**src/design/shrr_pkg.sv**
```systemverilog
// ----------------------------------------------------------------------------
// Serial handshake rumble responder package
// Stage codes, protocol words and the ID string fragments.
// ----------------------------------------------------------------------------
package shrr_pkg;

	// Protocol stages.
	typedef enum logic [2:0] {
		STAGE_SHAKE  = 3'd0,
		STAGE_MAGIC1 = 3'd1,
		STAGE_MAGIC2 = 3'd2,
		STAGE_RUMBLE = 3'd3,
		STAGE_FINAL  = 3'd4
	} stage_t;

	// Rumble command codes.
	typedef enum logic [1:0] {
		MODE_STOP  = 2'd0,
		MODE_START = 2'd1,
		MODE_HARD  = 2'd2
	} rumble_t;

	localparam logic [31:0] WordPoll  = 32'h3000_0003;
	localparam logic [15:0] LowStart  = 16'h8002;
	localparam logic [31:0] MagicOne  = 32'h1000_0010;
	localparam logic [31:0] MagicTwo  = 32'h2000_0013;
	localparam logic [31:0] CmdStop   = 32'h4000_0004;
	localparam logic [31:0] CmdStart  = 32'h4000_0026;
	localparam logic [31:0] CmdHard   = 32'h4000_0015;
	localparam logic [15:0] StringEnd = 16'h8000;
	localparam logic [2:0]  LastFrag  = 3'd3;

	// ID string, two characters per word, first character in the low byte.
	function automatic logic [15:0] id_fragment(input logic [1:0] idx);
		logic [15:0] frag;
		case (idx)
			2'd0:    frag = 16'h494E;
			2'd1:    frag = 16'h544E;
			2'd2:    frag = 16'h4E45;
			default: frag = 16'h4F44;
		endcase
		return frag;
	endfunction

	// Reply word for a rumble poll; the unused code answers as stop.
	function automatic logic [31:0] command_word(input logic [1:0] mode);
		logic [31:0] word;
		case (mode)
			MODE_START: word = CmdStart;
			MODE_HARD:  word = CmdHard;
			default:    word = CmdStop;
		endcase
		return word;
	endfunction

endpackage

```
**src/design/serial_handshake_rumble_responder.sv**
```systemverilog
// ----------------------------------------------------------------------------
// Serial handshake rumble responder
// Slave side of a 32-bit serial handshake that answers with the next word.
// ----------------------------------------------------------------------------
// Usage:
// Each received serial word enters on the s_ channel together with the
// current rumble command; the m_ channel returns the word to load for the
// next transfer. A word received in the finalize stage clears the protocol
// state and returns nothing.
// Path: an accepted word lands in the input register, is worked out against
// the protocol state combinationally and reaches m_tdata via the result register.
// Throughput: one word per cycle while replies are taken; the protocol state
// is updated by a single combinational pass between the input register and
// the result register.
// Reset: arst_n clears the stage, the string index and the last reply
// halves, and empties both registers.
// Stall: while m_tready is low a finished reply holds in the result
// register and one more word is still taken into the input register;
// s_tready then drops until the reply is taken, unless that word
// produces no reply.
// ----------------------------------------------------------------------------
module serial_handshake_rumble_responder (
	input  logic        clk,
	input  logic        arst_n,
	input  logic        s_tvalid,
	output logic        s_tready,
	input  logic [39:0] s_tdata,   // [31:0] rx_word, [33:32] rumble_mode, [39:34] zero
	output logic        m_tvalid,
	input  logic        m_tready,
	output logic [31:0] m_tdata    // [31:0] tx_word
);

	// Input register.
	logic        valid_s1;
	logic [31:0] rx_word_s1;
	logic [1:0]  rumble_mode_s1;

	// Protocol state.
	shrr_pkg::stage_t stage_q, stage_next;
	logic [2:0]  index_q, index_next;
	logic [15:0] last_upper_q, last_upper_next;
	logic [15:0] last_lower_q, last_lower_next;

	// Result register.
	logic        out_valid_q;
	logic [31:0] tx_word_q;

	// Working signals.
	logic [15:0] rx_low, rx_high;
	logic [2:0]  index_hold;
	logic [31:0] tx_word;
	logic        has_result;
	logic        advance;

	assign rx_low  = rx_word_s1[15:0];
	assign rx_high = rx_word_s1[31:16];

	// The input word moves on when its reply has room or it yields none.
	assign advance  = valid_s1 && (!out_valid_q || m_tready || !has_result);
	assign s_tready = !valid_s1 || advance;
	assign m_tvalid = out_valid_q;
	assign m_tdata  = tx_word_q;

	// Next stage.
	always_comb begin
		case (stage_q)
			shrr_pkg::STAGE_SHAKE: begin
				stage_next = (rx_low == shrr_pkg::LowStart) ?
					shrr_pkg::STAGE_MAGIC1 : shrr_pkg::STAGE_SHAKE;
			end
			shrr_pkg::STAGE_MAGIC1: begin
				stage_next = (rx_word_s1 == shrr_pkg::MagicOne) ?
					shrr_pkg::STAGE_MAGIC2 : shrr_pkg::STAGE_FINAL;
			end
			shrr_pkg::STAGE_MAGIC2: begin
				stage_next = (rx_word_s1 == shrr_pkg::MagicTwo) ?
					shrr_pkg::STAGE_RUMBLE : shrr_pkg::STAGE_FINAL;
			end
			shrr_pkg::STAGE_RUMBLE: begin
				stage_next = (rx_word_s1 == shrr_pkg::WordPoll) ?
					shrr_pkg::STAGE_RUMBLE : shrr_pkg::STAGE_FINAL;
			end
			default: begin
				stage_next = shrr_pkg::STAGE_SHAKE;
			end
		endcase
	end

	// Reply word and handshake bookkeeping.
	always_comb begin
		index_next      = index_q;
		last_upper_next = last_upper_q;
		last_lower_next = last_lower_q;
		tx_word         = '0;
		has_result      = 1'b1;
		index_hold      = (rx_high != last_lower_q) ? 3'd0 : index_q;
		case (stage_q)
			shrr_pkg::STAGE_SHAKE: begin
				if (rx_low == shrr_pkg::LowStart) begin
					tx_word = shrr_pkg::MagicOne;
				end else begin
					// Advance when the partner echoed the inverse of our last reply.
					if (index_hold <= shrr_pkg::LastFrag &&
					    rx_word_s1 == ~{last_upper_q, last_lower_q}) begin
						index_next = index_hold + 3'd1;
					end else begin
						index_next = index_hold;
					end
					last_upper_next = (index_next > shrr_pkg::LastFrag) ?
						shrr_pkg::StringEnd : shrr_pkg::id_fragment(index_next[1:0]);
					last_lower_next = ~rx_low;
					tx_word         = {last_upper_next, last_lower_next};
				end
			end
			shrr_pkg::STAGE_MAGIC1: begin
				if (rx_word_s1 == shrr_pkg::MagicOne) begin
					tx_word = shrr_pkg::MagicTwo;
				end
			end
			shrr_pkg::STAGE_MAGIC2: begin
				if (rx_word_s1 == shrr_pkg::MagicTwo) begin
					tx_word = shrr_pkg::CmdStop;
				end
			end
			shrr_pkg::STAGE_RUMBLE: begin
				if (rx_word_s1 == shrr_pkg::WordPoll) begin
					tx_word = shrr_pkg::command_word(rumble_mode_s1);
				end
			end
			default: begin
				// Finalize: clear everything and send nothing.
				index_next      = '0;
				last_upper_next = '0;
				last_lower_next = '0;
				has_result      = 1'b0;
			end
		endcase
	end

	// Control and protocol state.
	always_ff @(posedge clk or negedge arst_n) begin
		if (!arst_n) begin
			valid_s1     <= 1'b0;
			out_valid_q  <= 1'b0;
			stage_q      <= shrr_pkg::STAGE_SHAKE;
			index_q      <= '0;
			last_upper_q <= '0;
			last_lower_q <= '0;
		end else begin
			if (s_tready) begin
				valid_s1 <= s_tvalid;
			end
			if (out_valid_q && m_tready) begin
				out_valid_q <= 1'b0;
			end
			if (advance) begin
				stage_q      <= stage_next;
				index_q      <= index_next;
				last_upper_q <= last_upper_next;
				last_lower_q <= last_lower_next;
				if (has_result) begin
					out_valid_q <= 1'b1;
				end
			end
		end
	end

	// Payload registers.
	always_ff @(posedge clk) begin
		if (s_tvalid && s_tready) begin
			rx_word_s1     <= s_tdata[31:0];
			rumble_mode_s1 <= s_tdata[33:32];
		end
		if (advance && has_result) begin
			tx_word_q <= tx_word;
		end
	end

endmodule

```
**config.mk**
```make
export PLATFORM = sky130hd
export DESIGN_NAME = serial_handshake_rumble_responder
export DESIGN_NICKNAME = d
export VERILOG_FILES = /design/src/design/shrr_pkg.sv /design/src/design/serial_handshake_rumble_responder.sv
export SDC_FILE = /design/constraint.sdc
export NUM_CORES = 1
export LEC_CHECK = 0
export ABC_AREA = 1
export BUFFER_PORTS_ARGS = -buffer_cell sky130_fd_sc_hd__clkbuf_2
export CAP_MARGIN = 0
export CORE_MARGIN = 5
export CORE_UTILIZATION = 50
export DETAILED_ROUTE_END_ITERATION = 12
export PLACE_DENSITY = 0.74
export SYNTH_ARGS = -nofsm -noshare
export SYNTH_HDL_FRONTEND = slang
export SYNTH_SLANG_ARGS = --single-unit
```
**constraint.sdc**
```tcl
create_clock -name clk -period 3.43 [get_ports clk]
set_input_delay 0.5145 -clock clk [delete_from_list [all_inputs] [get_ports clk]]
set_output_delay 0.5145 -clock clk [all_outputs]
set_load 0.005 [all_outputs]
```
# --- Word level (Yosys, flattened, before mapping) ---
# Cells that the tools add are included.
word_totals:
  ff_bits: 106
  output_inout_bits: 34
classes:
  muxes: 27
  n_eq_ne: 14
  n_addsub: 1
  magnitude_cmp: 2
  bitwise_logic: 3
  n_reduce_logical: 16
ops:
  columns: ["operator", "count"]
  rows:
  - ["$pmux W32 S4", 1]
  - ["$eq A32 B30 Y1 const B", 2]
  - ["$pmux W16 S2", 2]
  - ["$mux W31", 2]
  - ["$mux W16", 3]
  - ["$pmux W13 S3", 1]
  - ["$eq A32 B29 Y1 const B", 1]
  - ["$eq A32 B32 Y1", 1]
  - ["$mux W32", 1]
  - ["$not A32 Y32", 1]
  - ["$mux W30", 1]
  - ["$mux W3", 8]
  - ["$eq A16 B16 Y1 const B", 1]
  - ["$ne A16 B16 Y1", 1]
  - ["$not A16 Y16", 1]
  - ["$pmux W3 S4", 1]
  - ["$pmux W6 S2", 1]
  - ["$eq A3 B2 Y1 const B", 2]
  - ["$pmux W3 S2", 1]
  - ["$logic_and A1 B1 Y1", 5]
  - ["$mux W1", 5]
  - ["$eq A2 B1 Y1 const B", 2]
  - ["$eq A2 B2 Y1 const B", 2]
  - ["$reduce_or A4 Y1", 1]
  - ["other kinds (12)", 16]

# --- Logic depth before layout (Yosys ltp) ---
# Gate-level depths: netlist of run 1.
logic_depth:
  depth_word: 12
  depth_mapped: 21
  mapped_depth_nobuf: 21

# --- Worst setup path before layout of run 1 ---
# No wires, ideal clock.
synth_timing:
  kind: "flip-flop to flip-flop"
  start: "register stage_q[2]"
  end: "register rumble_mode_s1[0], enable pin"
  path_buffers: 0
  arrival_ns: 2.456
  setup_slack_ns: 0.528
  path_stages_with_launch: 3
  cell_sequence: "dfrtp_1 inv_1 a31oi_1"
synth_via:
  elab_chain_cells: 8
  elab_cells_between_ends: 11
synth_rtl:
  columns: ["element", "line_no", "rtl"]
  rows:
  - ["start: declaration", "serial_handshake_rumble_responder.sv:39", "shrr_pkg::stage_t stage_q, stage_next;"]
  - ["start signal: assignment", "serial_handshake_rumble_responder.sv:145", "stage_q <= shrr_pkg::STAGE_SHAKE;"]
  - ["start signal: assignment", "serial_handshake_rumble_responder.sv:157", "stage_q <= stage_next;"]
  - ["$eq A3 B2 Y1 (tied with other cells)", "serial_handshake_rumble_responder.sv:97", "case (stage_q)"]
  - ["$reduce_or A4 Y1 (no line) *", null, null]
  - ["$mux W1 *", "serial_handshake_rumble_responder.sv:97", null]
  - ["$logic_not A1 Y1 *", "serial_handshake_rumble_responder.sv:59", "assign advance = valid_s1 && (!out_valid_q || m_tready || !has_result);"]
  - ["$logic_or A1 B1 Y1 *", "serial_handshake_rumble_responder.sv:59", null]
  - ["$logic_and A1 B1 Y1 *", "serial_handshake_rumble_responder.sv:59", null]
  - ["$logic_or A1 B1 Y1 *", "serial_handshake_rumble_responder.sv:60", "assign s_tready = !valid_s1 || advance;"]
  - ["$logic_and A1 B1 Y1 *", "serial_handshake_rumble_responder.sv:170", "if (s_tvalid && s_tready) begin"]
  - ["end signal: assignment", "serial_handshake_rumble_responder.sv:172", "rumble_mode_s1 <= s_tdata[33:32];"]
  - ["end: declaration", "serial_handshake_rumble_responder.sv:36", "logic [1:0] rumble_mode_s1;"]
# Mark *: on every way between the ends. The rest lies on a longest branch, timed or not.
# A chain may end at the register's enable or synchronous reset.

# --- Worst setup path in the final report of run 1 ---
layout_timing:
  start: "register rx_word_s1[30]"
  end: "register tx_word_q[30], in the netlist m_tdata[30], data pin"
layout_via:
  elab_chain_cells: 11
  elab_cells_between_ends: 17
layout_rtl:
  columns: ["element", "line_no", "rtl"]
  rows:
  - ["start: declaration", "serial_handshake_rumble_responder.sv:35", "logic [31:0] rx_word_s1;"]
  - ["start signal: assignment", "serial_handshake_rumble_responder.sv:171", "rx_word_s1 <= s_tdata[31:0];"]
  - ["$ne A16 B16 Y1", "serial_handshake_rumble_responder.sv:96", "index_hold = (rx_high != last_lower_q) ? 3'd0 : index_q;"]
  - ["$mux W3", "serial_handshake_rumble_responder.sv:96", null]
  - ["$le A3 B2 Y1", "serial_handshake_rumble_responder.sv:103", "if (index_hold <= shrr_pkg::LastFrag &&"]
  - ["$logic_and A1 B1 Y1", "serial_handshake_rumble_responder.sv:103", null]
  - ["$mux W3", "serial_handshake_rumble_responder.sv:103", null]
  - ["$mux W3", "serial_handshake_rumble_responder.sv:99", "if (rx_low == shrr_pkg::LowStart) begin"]
  - ["$mux W3", "serial_handshake_rumble_responder.sv:97", null]
  - ["$gt A3 B2 Y1", "serial_handshake_rumble_responder.sv:109", "last_upper_next = (index_next > shrr_pkg::LastFrag) ?"]
  - ["$mux W16", "serial_handshake_rumble_responder.sv:109", null]
  - ["$mux W32", "serial_handshake_rumble_responder.sv:99", null]
  - ["$pmux W32 S4 *", "serial_handshake_rumble_responder.sv:97", null]
  - ["net tx_word[30]", "serial_handshake_rumble_responder.sv:51", "logic [31:0] tx_word;"]
  - ["end signal: assignment", "serial_handshake_rumble_responder.sv:175", "tx_word_q <= tx_word;"]
  - ["end: declaration", "serial_handshake_rumble_responder.sv:46", "logic [31:0] tx_word_q;"]
# Mark *: on every way through the listed nets, which the timed path passes. The rest lies on a longest branch. The select of a mux whose other input is x is not followed.

==> key figures, run 1 <==
Power and ir drop
  • Comb pwr share: 14.8%
  • Switching Fraction: 28.2%
  • Peak VDD IR: 0.270 mV
  • PwrDens: 472 nW/um2
  • Sw Pwr: 0.000712 W
  • Design Power: 0.00252 W
  • Clock power frac: 28.8%
  • Sequential share of power: 56.3%
  • Int Power: 0.00181 W
  • Leak pwr: 2.55 nW

Worst setup path
  • Worst-path cell chain: xor2_1 > nor2_1 > nand2_1 > nor2_1 > nand3_1 > inv_1 > ha_1 > inv_1 > nand3_1 > nand2_1 > inv_1 > ha_1 > inv_1 > nand3_1 > nor2_4 > nor2_8 > nand3_4 > nand2_1
  • Critical Path Source Type: register
  • Critical path class: reg2reg
  • Crit Path Max Fanout: 8
  • Most used cell, CP: inv_1
  • Reg2Reg Setup Slack: 0.30 ns
  • Worst Setup End Kind: register
  • Worst endpoint required time: 3.55 ns
  • CP arrival: 3.24 ns
  • Slowest cell on crit path: edfxtp_1
  • Max stage delay on crit path: 0.50 ns

Logic synthesis
  • Syn_area_per_cell: 9.11 um2
  • Mapped cell area: 4680 um2
  • Async set or reset register ratio after synthesis: 35.1%
  • Cell count after synthesis: 513
  • Synth warnings: 0
  • Post-synth EDFFs: 61
  • Sequential share of the synthesized area: 56.8%
  • Top post-synthesis cells by count: nand2_1, inv_1, edfxtp_1
  • Synth area leader: edfxtp_1
  • Primary FF master, synth: edfxtp_1
  • Most numerous cell in the Yosys netlist: nand2_1
  • Share of the synthesized area in the top cell type: 39.2%
  • Number of synthesized register bits: 94
  • Distinct cells, synth: 34
  • Ranking of synthesized cells by area: edfxtp_1, dfrtp_1, nand2_1, inv_1, nor2_1

Detailed routing
  • Vias per cell: 5.02
  • Antenna Nets Post-Route: 0
  • WL final: 10500 um
  • Pre-antenna DRT Iters: 5
  • Vias: 3535
  • DRC Markers: 0
  • Starting DRT DRC Count: 149
  • WL per Instance: 14.9 um

Floorplanning
  • Die Y: 107 um
  • Die width: 107 um
  • Die ar.: 11400 um2
  • Io pins: 78
  • Std-Cell Rows: 35
  • Initial Util: 50.8%
  • Core ar.: 9200 um2

Clock tree
  • Number of cells upsized or downsized after cts: 0
  • Post-CTS Hold Fix Bufs: 0
  • CTS Buffer Depth: 2
  • Root Buffer: clkbuf_8
  • H-tree Lvls: 3
  • CTS clk-pin slew, worst paths: 0.09 ns
  • Num CTS Buffers: 9
  • # clock sinks: 94
  • Post CTS Setup Buffer Count: 0
  • Clk Latency, worst-skew pair: 0.36 ns
  • TritonCTS clock tree: done

Finish
  • Area grow syn2layout: 14.1%
  • Final nets: 640
  • Cell area after layout: 5340 um2
  • Antenna cell count: 0
  • Post-route non-filler standard cell count: 704
  • # fillers: 821
  • Layout cell share with drive strength beyond 1: 21.2%

Placed design
  • Global placer's final weighted congestion: 0.913
  • Cell area after placement: 5140 um2
  • Post-DP HPWL: 7990 um
  • I/O Buffers: 68
  • Placed cells: 688

STA
  • Setup TNS: 0 ns
  • Final number of setup-violating endpoints: 0
  • Highest clock rate: 320 MHz
  • RSZ-0062 raised after global routing: false
  • Worst-Margin Slew: 0.961 ns
  • Min Clock Period, post-route: 3.13 ns
  • Slew Viols, Final: 0
  • Final Skew: 0.00554 ns
  • Fin. Hold Viols: 0
  • Slew margin rel.: 36.0%
  • Part of the cycle the worst path needs: 91.2%

GRT
  • Vias in the first global route: 3619
  • Global-route wire length before repair: 17100 um
  • Overall routing resource usage: 19.5%
  • Total gr overflow: 0
  • Pin count of the biggest net entering global routing: 34
  • Initial antenna violation count: 0

Flow run
  • Max-cap violation count: 0

Min path
  • Worst Hold Class: in2async

Status
  • Status: finished clean
layout by cell type (no fill, tap or decap), types with 4 or more instances in the layout:
cell type,netlist,layout
clkbuf_2,0,68
inv_1,75,75
nor3_1,10,10
o21ai_1,7,7
inv_2,15,15
edfxtp_1,61,61
nor4_1,8,8
nand3_1,20,20
nand2_1,142,142
clkbuf_8,0,9
nand4_1,7,7
o21ai_0,9,9
xor2_1,12,12
nor2_1,44,44
o22ai_1,15,15
dfrtp_1,33,33
ha_1,8,8
nand2_2,4,4
nor2_2,9,9
power by group through the flow:
stage	Clock, W	Combinational (W)	Sequential [W]
2_1_floorplan	0	0.000252	0.00142
3_5_place_dp	0	0.000376	0.00144
5_1_grt	0.000792	0.000426	0.00144
4_1_cts	0.000748	0.000378	0.00142
3_3_place_gp	0	0.000365	0.00144
6_report	0.000727	0.000374	0.00142
worst max-delay path, delay by kind of cell, from the launching register on:
family | cells | cell delay [ns]
buf+inv | 4 | 0.35
fa+ha+maj | 2 | 0.43
xor+xnor | 1 | 0.18
simple gates | 11 | 1.40
flops | 1 | 0.50
cell type report:
| cell class | instances | area (um2) | share of cell area [%] |
|---|---|---|---|
| Clock buffer | 9 | 124 | 2.32 |
| Sequential cell | 94 | 2660 | 49.8 |
| Tap cell | 111 | 139 | 2.60 |
| Multi-Input combinational cell | 321 | 1640 | 30.7 |
| Inverter | 91 | 344 | 6.45 |
| Clock inverter | 7 | 72.6 | 1.36 |
| Timing Repair Buffer | 71 | 363 | 6.80 |
routing by layer:
layer	track usage, %	part of all wire, %	vias to the layer above
li1	-	-	1794
met3	5.30	5.8	17
met1	23.8	44	1619
met4	8.58	2.2	0
met2	32.6	48	105
met5	0	0	-
registers in the layout, indices dropped and copies added (netlist names):
name / cells
m_tvalid: 1
rumble_mode_s1: 2
rx_word_s1: 32
stage_q: 3
last_lower_q: 16
valid_s1: 1
index_q: 3
m_tdata: 27
last_upper_q: 9
through the flow:
| stage | setup WS (ns) | hold WS [ns] | util, % |
|---|---|---|---|
| final | 0.301 | 0.288 | 58.0 |
| after global routing | 0.0605 | 0.297 | 58.0 |
| after CTS | 0.326 | 0.300 | 58.0 |
| after detailed placement | 0.356 | 0.485 | 55.9 |
| after global placement | 0.440 | 0.469 | 55.9 |
| after floorplan | 0.528 | 0.219 | - |
path summary, 6_finish.rpt:
kind | from | endpoint | depth (start not counted)
max | rx_word_s1[30]$_DFFE_PP_ | m_tdata[30]$_DFFE_PP_ | 18
min | arst_n | last_lower_q[14]$_DFFE_PN0P_ | 1
max reg2reg | rx_word_s1[30]$_DFFE_PP_ | m_tdata[30]$_DFFE_PP_ | 18
min reg2reg | m_tvalid$_DFF_PN0_ | m_tvalid$_DFF_PN0_ | 2
max in group asynchronous | arst_n | last_lower_q[9]$_DFFE_PN0P_ | 1
min in group clk | s_tdata[21] | rx_word_s1[21]$_DFFE_PP_ | 1
logic make-up after synthesis:
logic type                 share of synthesized area, %
DFF                                                56.8
other                                            0.0802
adders and majority gates                          2.14
xor gates and xnor gates                           2.81
buffers and inverters                              8.64
AOI/OAI and AO/OA                                  5.22
and+or+nand+nor                                    24.3
Power figures use the tool's default switching activity.
==> inputs of run 2 (changes only) <==
Settings changed: ABC_AREA 1 to default, CTS_CLUSTER_SIZE from default to 28, PLACE_DENSITY 0.74 to 0.75.
==> key figures, run 2 <==
Logic synthesis
  • Syn_area_per_cell: 12.4 um2 (+37%)
  • Primary FF master, synth: edfxtp_1
  • Top post-synthesis cells by count: edfxtp_1, xnor2_1, dfrtp_1
  • Post-synth EDFFs: 61 (unchanged)
  • Mapped cell area: 4260 um2 (-9.0%)
  • Synth area leader: edfxtp_1
  • Sequential share of the synthesized area: 62.4% (+5.6 points)
  • Number of synthesized register bits: 94 (unchanged)
  • Synth warnings: 0 (unchanged)
  • Distinct cells, synth: 48 (+41%)
  • Async set or reset register ratio after synthesis: 35.1% (unchanged)
  • Most numerous cell in the Yosys netlist: edfxtp_1
  • Ranking of synthesized cells by area: edfxtp_1, dfrtp_1, xnor2_1, nand2_1, o21ai_0
  • Share of the synthesized area in the top cell type: 43.0% (+3.9 points)
  • Cell count after synthesis: 342 (-33%)

STA
  • Slew margin rel.: 40.0% (+4.0 points)
  • RSZ-0062 raised after global routing: true
  • Fin. Hold Viols: 0 (unchanged)
  • Worst-Margin Slew: 0.892 ns (-0.0687 ns)
  • Worst setup margin: 0.0602 ns (-0.241 ns)
  • Slew Viols, Final: 0 (unchanged)
  • Part of the cycle the worst path needs: 98.2% (+7.0 points)
  • Final number of setup-violating endpoints: 0 (unchanged)
  • Final Skew: 0.00925 ns (+0.00370 ns)
  • WHS: 0.243 ns (-0.0446 ns)
  • Highest clock rate: 297 MHz (-7.2%)
  • Min Clock Period, post-route: 3.37 ns (+0.241 ns)

Detailed routing
  • WL per Instance: 17.4 um (+17%)
  • Vias per cell: 5.44 (+8.3%)
  • Pre-antenna DRT Iters: 5 (unchanged)
  • DRC Markers: 0 (unchanged)
  • WL final: 9670 um (-8.0%)
  • Vias: 3017 (-15%)
  • Starting DRT DRC Count: 179 (+20%)
  • Antenna Nets Post-Route: 0 (unchanged)

Placed design
  • Dpl ws: -0.0799 ns (-0.436 ns)
  • Post-DP HPWL: 6620 um (-17%)
  • Global placer's final weighted congestion: 0.859 (-5.9%)
  • I/O Buffers: 68 (unchanged)

Floorplanning
  • Die Y: 102 um (-4.2%)
  • Io pins: 78 (unchanged)
  • Die width: 102 um (-4.2%)
  • Die ar.: 10500 um2 (-8.1%)
  • Core ar.: 8260 um2 (-10%)
  • Std-Cell Rows: 33 (-5.7%)
  • Initial Util: 51.5% (+0.70 points)

Clock tree
  • Num CTS Buffers: 9 (unchanged)
  • Root Buffer: clkbuf_8
  • H-tree Lvls: 3 (unchanged)
  • Post-CTS Hold Fix Bufs: 0 (unchanged)
  • # clock sinks: 94 (unchanged)
  • CTS Buffer Depth: 2 (unchanged)
  • CTS clk-pin slew, worst paths: 0.09 ns (about the same)
  • Clk Latency, worst-skew pair: 0.36 ns (about the same)
  • TritonCTS clock tree: done

GRT
  • Vias in the first global route: 2993 (-17%)
  • GRT Max-Usage Layer: met2
  • Global-route wire length before repair: 14600 um (-15%)
  • Initial antenna violation count: 0 (unchanged)
  • Met1 usage: 23.7% (-0.13 points)
  • Grt met2 use: 30.9% (-1.7 points)
  • Overall routing resource usage: 18.3% (-1.2 points)
  • Pin count of the biggest net entering global routing: 35 (+2.9%)
  • Met3 Use GR: 4.44% (-0.86 points)
  • Total gr overflow: 0 (unchanged)

Finish
  • Area grow syn2layout: 23.8%
  • Top reg by flops: rx_word_s1
  • Commonest cells after routing, fill and taps aside: clkbuf_2, edfxtp_1, xnor2_1, buf_4, dfrtp_1
  • Max reg flops: 32 (unchanged)
  • Most common cell after layout, fill and taps aside: clkbuf_2
  • Layout cell share with drive strength beyond 1: 33.1% (+12 points)
  • Antenna cell count: 0 (unchanged)
  • Finished Core Util: 63.8% (+5.8 points)
  • Final nets: 497 (-22%)

Worst setup path
  • Buf/Inv on CP: 3 (-1)
  • Top delay family on crit path: compound AO/OA/AOI/OAI gates
  • Worst Setup End Kind: register
  • Max stage delay on crit path: 0.48 ns (-0.02 ns)
  • Worst-path cell chain: xnor2_1 > nand4_1 > nor4_2 > buf_4 > and2_4 > ha_4 > mux2_4 > ha_4 > inv_4 > a21oi_4 > a2111oi_4 > a211o_1 > clkbuf_16 > nor3_2
  • Crit Path Max Fanout: 5 (-3)
  • Critical Path Source Type: register
  • Worst endpoint required time: 3.54 ns (about the same)
  • Critical path class: reg2reg
  • CP arrival: 3.48 ns (+0.24 ns)
  • Most used cell, CP: ha_4
  • Slowest cell on crit path: edfxtp_1

Status
  • Status: finished clean

Power and ir drop
  • PwrDens: 455 nW/um2 (-3.7%)
  • Leak pwr: 2.08 nW (-18%)
  • Peak VDD IR: 0.246 mV (-8.9%)

Min path
  • Worst Hold Class: in2async

Flow run
  • Max-cap violation count: 0 (unchanged)
==> run 2: cell count changes after synthesis, sizes merged, moves of 4 or more <==
cell	before	now
and2	0	4
clkbuf	2	10
inv	91	10
nand2	147	32
nand2b	0	6
nand3	21	0
nor2	57	24
nor2b	0	4
nor4	8	15
o21ai	16	24
o22ai	15	2
o31ai	0	7
xnor2	3	40
xor2	12	0
==> run 2: cells by family (layout without fill, tap and decap cells) <==
| kind of cell | count (synthesis) | after routing | share of synthesized area (%) |
|---|---|---|---|
| AOI/OAI and AO/OA | 52 | 52 | 8.05 |
| buffers and inverters | 28 | 134 | 3.29 |
| adders and majority gates | 8 | 8 | 2.35 |
| xor gates and xnor gates | 40 | 40 | 8.23 |
| muxes | 1 | 1 | 0.265 |
| DFF | 94 | 94 | 62.4 |
| and+or+nand+nor | 118 | 118 | 15.3 |
| other | 1 | 3 | 0.0881 |
==> run 2: final timing paths <==
| path | start | end | slack (ns) | depth (start not counted) |
|---|---|---|---|---|
| worst min register to register | last_upper_q[0]$_DFFE_PN0P_ | last_upper_q[0]$_DFFE_PN0P_ | 0.52 | 2 |
| worst max register to register | rx_word_s1[16]$_DFFE_PP_ | m_tdata[27]$_DFFE_PP_ | 0.06 | 14 |
| worst max-delay path | rx_word_s1[16]$_DFFE_PP_ | m_tdata[27]$_DFFE_PP_ | 0.06 | 14 |
| worst min-delay path | arst_n | valid_s1$_DFFE_PN0N_ | 0.24 | 1 |
| max in group asynchronous | arst_n | last_upper_q[11]$_DFFE_PN0P_ | 2.66 | 1 |
| min in group clk | s_tdata[32] | rumble_mode_s1[0]$_DFFE_PP_ | 0.33 | 1 |
==> run 2: power breakdown <==
| group | switching (W) | internal (W) | leakage, nW |
|---|---|---|---|
| Combinational | 0.000172 | 0.000160 | 1.01 |
| Sequential | 0.0000889 | 0.00132 | 0.991 |
| Clock | 0.000389 | 0.000268 | 0.0804 |
==> run 2: cell type report <==
type                       count  area [um2]
multi-input combinational    222        1590
timing repair buffer         108         674
clock inverter                 6        47.5
tap                          105         131
clock buffer                  10         128
inverter                      10        40.0
sequential                    94        2660
fill                         653        2990
==> run 2: stage by stage <==
stage	setup TNS [ns]	area (um2)	instances	total power (W)
finish	0	5270	555	0.00240
global route	-1.08	5270	555	0.00250
CTS	0	5090	550	0.00240
detailed placement	-0.542	4910	534	0.00175
global placement	0	4910	534	0.00174
floorplan	0	4260	344	0.00161
==> run 2: routing by layer <==
| layer | share of wire [%] | vias up |
|---|---|---|
| met1 | 41 | 1459 |
| met5 | 0 | - |
| met3 | 6.7 | 15 |
| li1 | - | 1439 |
| met4 | 1.9 | 0 |
| met2 | 50 | 104 |
==> run 2: timing repair <==
| item | in CTS | in global routing |
|---|---|---|
| setup endpoints to repair | 19 | 19 |
| gates cloned | 0 | 1 |
| buffers inserted | 0 | 4 |
| pin swaps | 2 | 12 |
| gates resized for setup | 1 | 21 |
==> run 2: worst reg2reg max path, cell delays in order, from the launching register on <==
cell and delay (ns):
edfxtp_1 0.48, xnor2_1 0.20, nand4_1 0.13, nor4_2 0.31, buf_4 0.19, and2_4 0.16, ha_4 0.20, mux2_4 0.29
ha_4 0.18, inv_4 0.06, a21oi_4 0.06, a2111oi_4 0.37, a211o_1 0.29, clkbuf_16 0.19, nor3_2 0.04
==> inputs of run 3 (changes only) <==
Settings changed: SETUP_SLACK_MARGIN from default to 0.5.
==> key figures, run 3 (synthesis results as in run 2) <==
Finish
  • Area grow syn2layout: 25.8%
  • Final nets: 495 (-0.40%)
  • Cell area after layout: 5360 um2 (+1.6%)
  • Commonest cells after routing, fill and taps aside: clkbuf_2, edfxtp_1, xnor2_1
  • Max reg flops: 32 (unchanged)
  • # fillers: 641 (-1.8%)
  • Most common cell after layout, fill and taps aside: clkbuf_2
  • Top reg by flops: rx_word_s1
  • Antenna cell count: 0 (unchanged)
  • Layout cell share with drive strength beyond 1: 34.8% (+1.7 points)
  • Finished Core Util: 64.8% (+1.0 points)

Worst setup path
  • Crit Path Max Fanout: 4 (-1)
  • Worst endpoint required time: 3.52 ns (-0.02 ns)
  • Reg2Reg Setup Slack: 0.20 ns (+0.14 ns)
  • Most used cell, CP: buf_4
  • Buf/Inv on CP: 4 (+1)
  • Worst Setup End Kind: register
  • CP arrival: 3.32 ns (-0.16 ns)
  • Top delay family on crit path: compound AO/OA/AOI/OAI gates
  • Slowest cell on crit path: edfxtp_1
  • Worst-path cell chain: xnor2_1 > nand4_1 > nor4_4 > buf_4 > a211oi_2 > buf_4 > mux2_4 > ha_4 > inv_4 > a21oi_4 > a2111oi_4 > a211o_4 > buf_4 > o22ai_1
  • Critical Path Source Type: register
  • Max stage delay on crit path: 0.47 ns (about the same)
  • Critical path class: reg2reg

GRT
  • Overall routing resource usage: 19.2% (+0.86 points)
  • Global-route wire length before repair: 15200 um (+4.1%)
  • Initial antenna violation count: 0 (unchanged)
  • Vias in the first global route: 3003 (+0.33%)
  • Total gr overflow: 0 (unchanged)
  • Pin count of the biggest net entering global routing: 35 (unchanged)

STA
  • Min Clock Period, post-route: 3.23 ns (-0.137 ns)
  • Setup TNS: 0 ns (unchanged)
  • Final Skew: 0.00963 ns (+0.000386 ns)
  • Slew margin rel.: 45.0% (+5.0 points)
  • Part of the cycle the worst path needs: 94.2% (-4.0 points)
  • Worst-Margin Slew: 0.825 ns (-0.0674 ns)
  • Worst setup margin: 0.198 ns (+0.137 ns)
  • RSZ-0062 raised after global routing: true
  • Slew Viols, Final: 0 (unchanged)
  • Highest clock rate: 309 MHz (+4.2%)
  • Final number of setup-violating endpoints: 0 (unchanged)
  • Fin. Hold Viols: 0 (unchanged)

Clock tree
  • Post-CTS Hold Fix Bufs: 0 (unchanged)
  • # clock sinks: 94 (unchanged)
  • TritonCTS clock tree: done
  • Root Buffer: clkbuf_8
  • H-tree Lvls: 3 (unchanged)
  • Clk Latency, worst-skew pair: 0.36 ns (about the same)
  • Num CTS Buffers: 9 (unchanged)
  • CTS Buffer Depth: 2 (unchanged)
  • CTS clk-pin slew, worst paths: 0.09 ns (about the same)

Floorplanning
  • Die Y: 102 um (unchanged)
  • Core ar.: 8260 um2 (unchanged)
  • Io pins: 78 (unchanged)
  • Die width: 102 um (unchanged)
  • Initial Util: 51.5% (unchanged)
  • Std-Cell Rows: 33 (unchanged)
  • Die ar.: 10500 um2 (unchanged)

Detailed routing
  • Vias: 2972 (-1.5%)
  • WL per Instance: 17.5 um (+0.74%)
  • WL final: 9700 um (+0.37%)
  • Pre-antenna DRT Iters: 4 (-1)
  • Starting DRT DRC Count: 131 (-27%)
  • Antenna Nets Post-Route: 0 (unchanged)
  • DRC Markers: 0 (unchanged)
  • Vias per cell: 5.37 (-1.1%)

Placed design
  • Global placer's final weighted congestion: 0.868 (+1.0%)
  • Post-DP HPWL: 6750 um (+1.9%)
  • Cell area after placement: 4880 um2 (-0.69%)
  • I/O Buffers: 68 (unchanged)
  • Dpl ws: 0.174 ns (+0.254 ns)

Flow run
  • Max-cap violation count: 0 (unchanged)

Min path
  • Worst Hold Class: in2async

Power and ir drop
  • Leak pwr: 2.10 nW (+0.85%)
  • Peak VDD IR: 0.287 mV (+17%)
  • PwrDens: 463 nW/um2 (+1.8%)

Status
  • Status: finished clean
[run 3: changes by cell type in the layout (fill, tap and decap cells not counted), moves of 2 or more]
cell / change
buf_4: -2
inv_1: -2
nor3_2: -2
nor3_4: +2
o31ai_1: -2
[run 3: where the power goes]
part / total (W) / internal, W / switching (W) / leakage [nW]
logic: 0.000337 / 0.000158 / 0.000179 / 1.02
clock network: 0.000734 / 0.000341 / 0.000394 / 0.0891
registers: 0.00141 / 0.00132 / 0.0000887 / 0.991
[run 3: cell type report]
cell class              count  area [um2]  share of cell area [%]
clock buffers              10         128                    2.38
clock inverters             6        70.1                    1.31
multi-input cells         222        1660                    31.1
inverters                  10        42.5                   0.794
flip-flops and latches     94        2660                    49.6
repair buffers            106         662                    12.4
well taps                 105         131                    2.45
[run 3: per-layer routing]
metal | wire, um | track usage, % | part of all wire [%] | up-vias
met5 | 0 | 0 | 0 | -
met4 | 253 | 6.86 | 2.6 | 0
met3 | 641 | 4.51 | 6.6 | 21
met2 | 4890 | 31.8 | 50 | 107
met1 | 3920 | 24.7 | 40 | 1410
li1 | - | - | - | 1434
[run 3: worst paths after layout]
kind                       cells after the start                            to                startpoint
setup / recovery                              14         m_tdata[30]$_DFFE_PP_  rx_word_s1[16]$_DFFE_PP_
hold / removal                                 1   last_lower_q[2]$_DFFE_PN0P_                    arst_n
setup reg to reg                              14         m_tdata[30]$_DFFE_PP_  rx_word_s1[16]$_DFFE_PP_
hold reg to reg                                1   last_lower_q[6]$_DFFE_PN0P_   rx_word_s1[6]$_DFFE_PP_
max in group asynchronous                      1  last_upper_q[11]$_DFFE_PN0P_                    arst_n
min in group clk                               1      rx_word_s1[14]$_DFFE_PP_               s_tdata[14]
[run 3: repair_timing]
action                                  CTS  global route
gates resized for setup                  14            14
endpoints found under the setup margin   19            19
setup buffers                            12             2
gates cloned                              1             0
pin swaps                                 5            10
[run 3: through the flow]
stage	cells	power (W)	hold WS, ns
6_report	553	0.00248	0.230
5_1_grt	553	0.00259	0.296
4_1_cts	551	0.00248	0.259
3_5_place_dp	522	0.00174	0.495
3_3_place_gp	522	0.00173	0.492
2_1_floorplan	344	0.00161	0.219
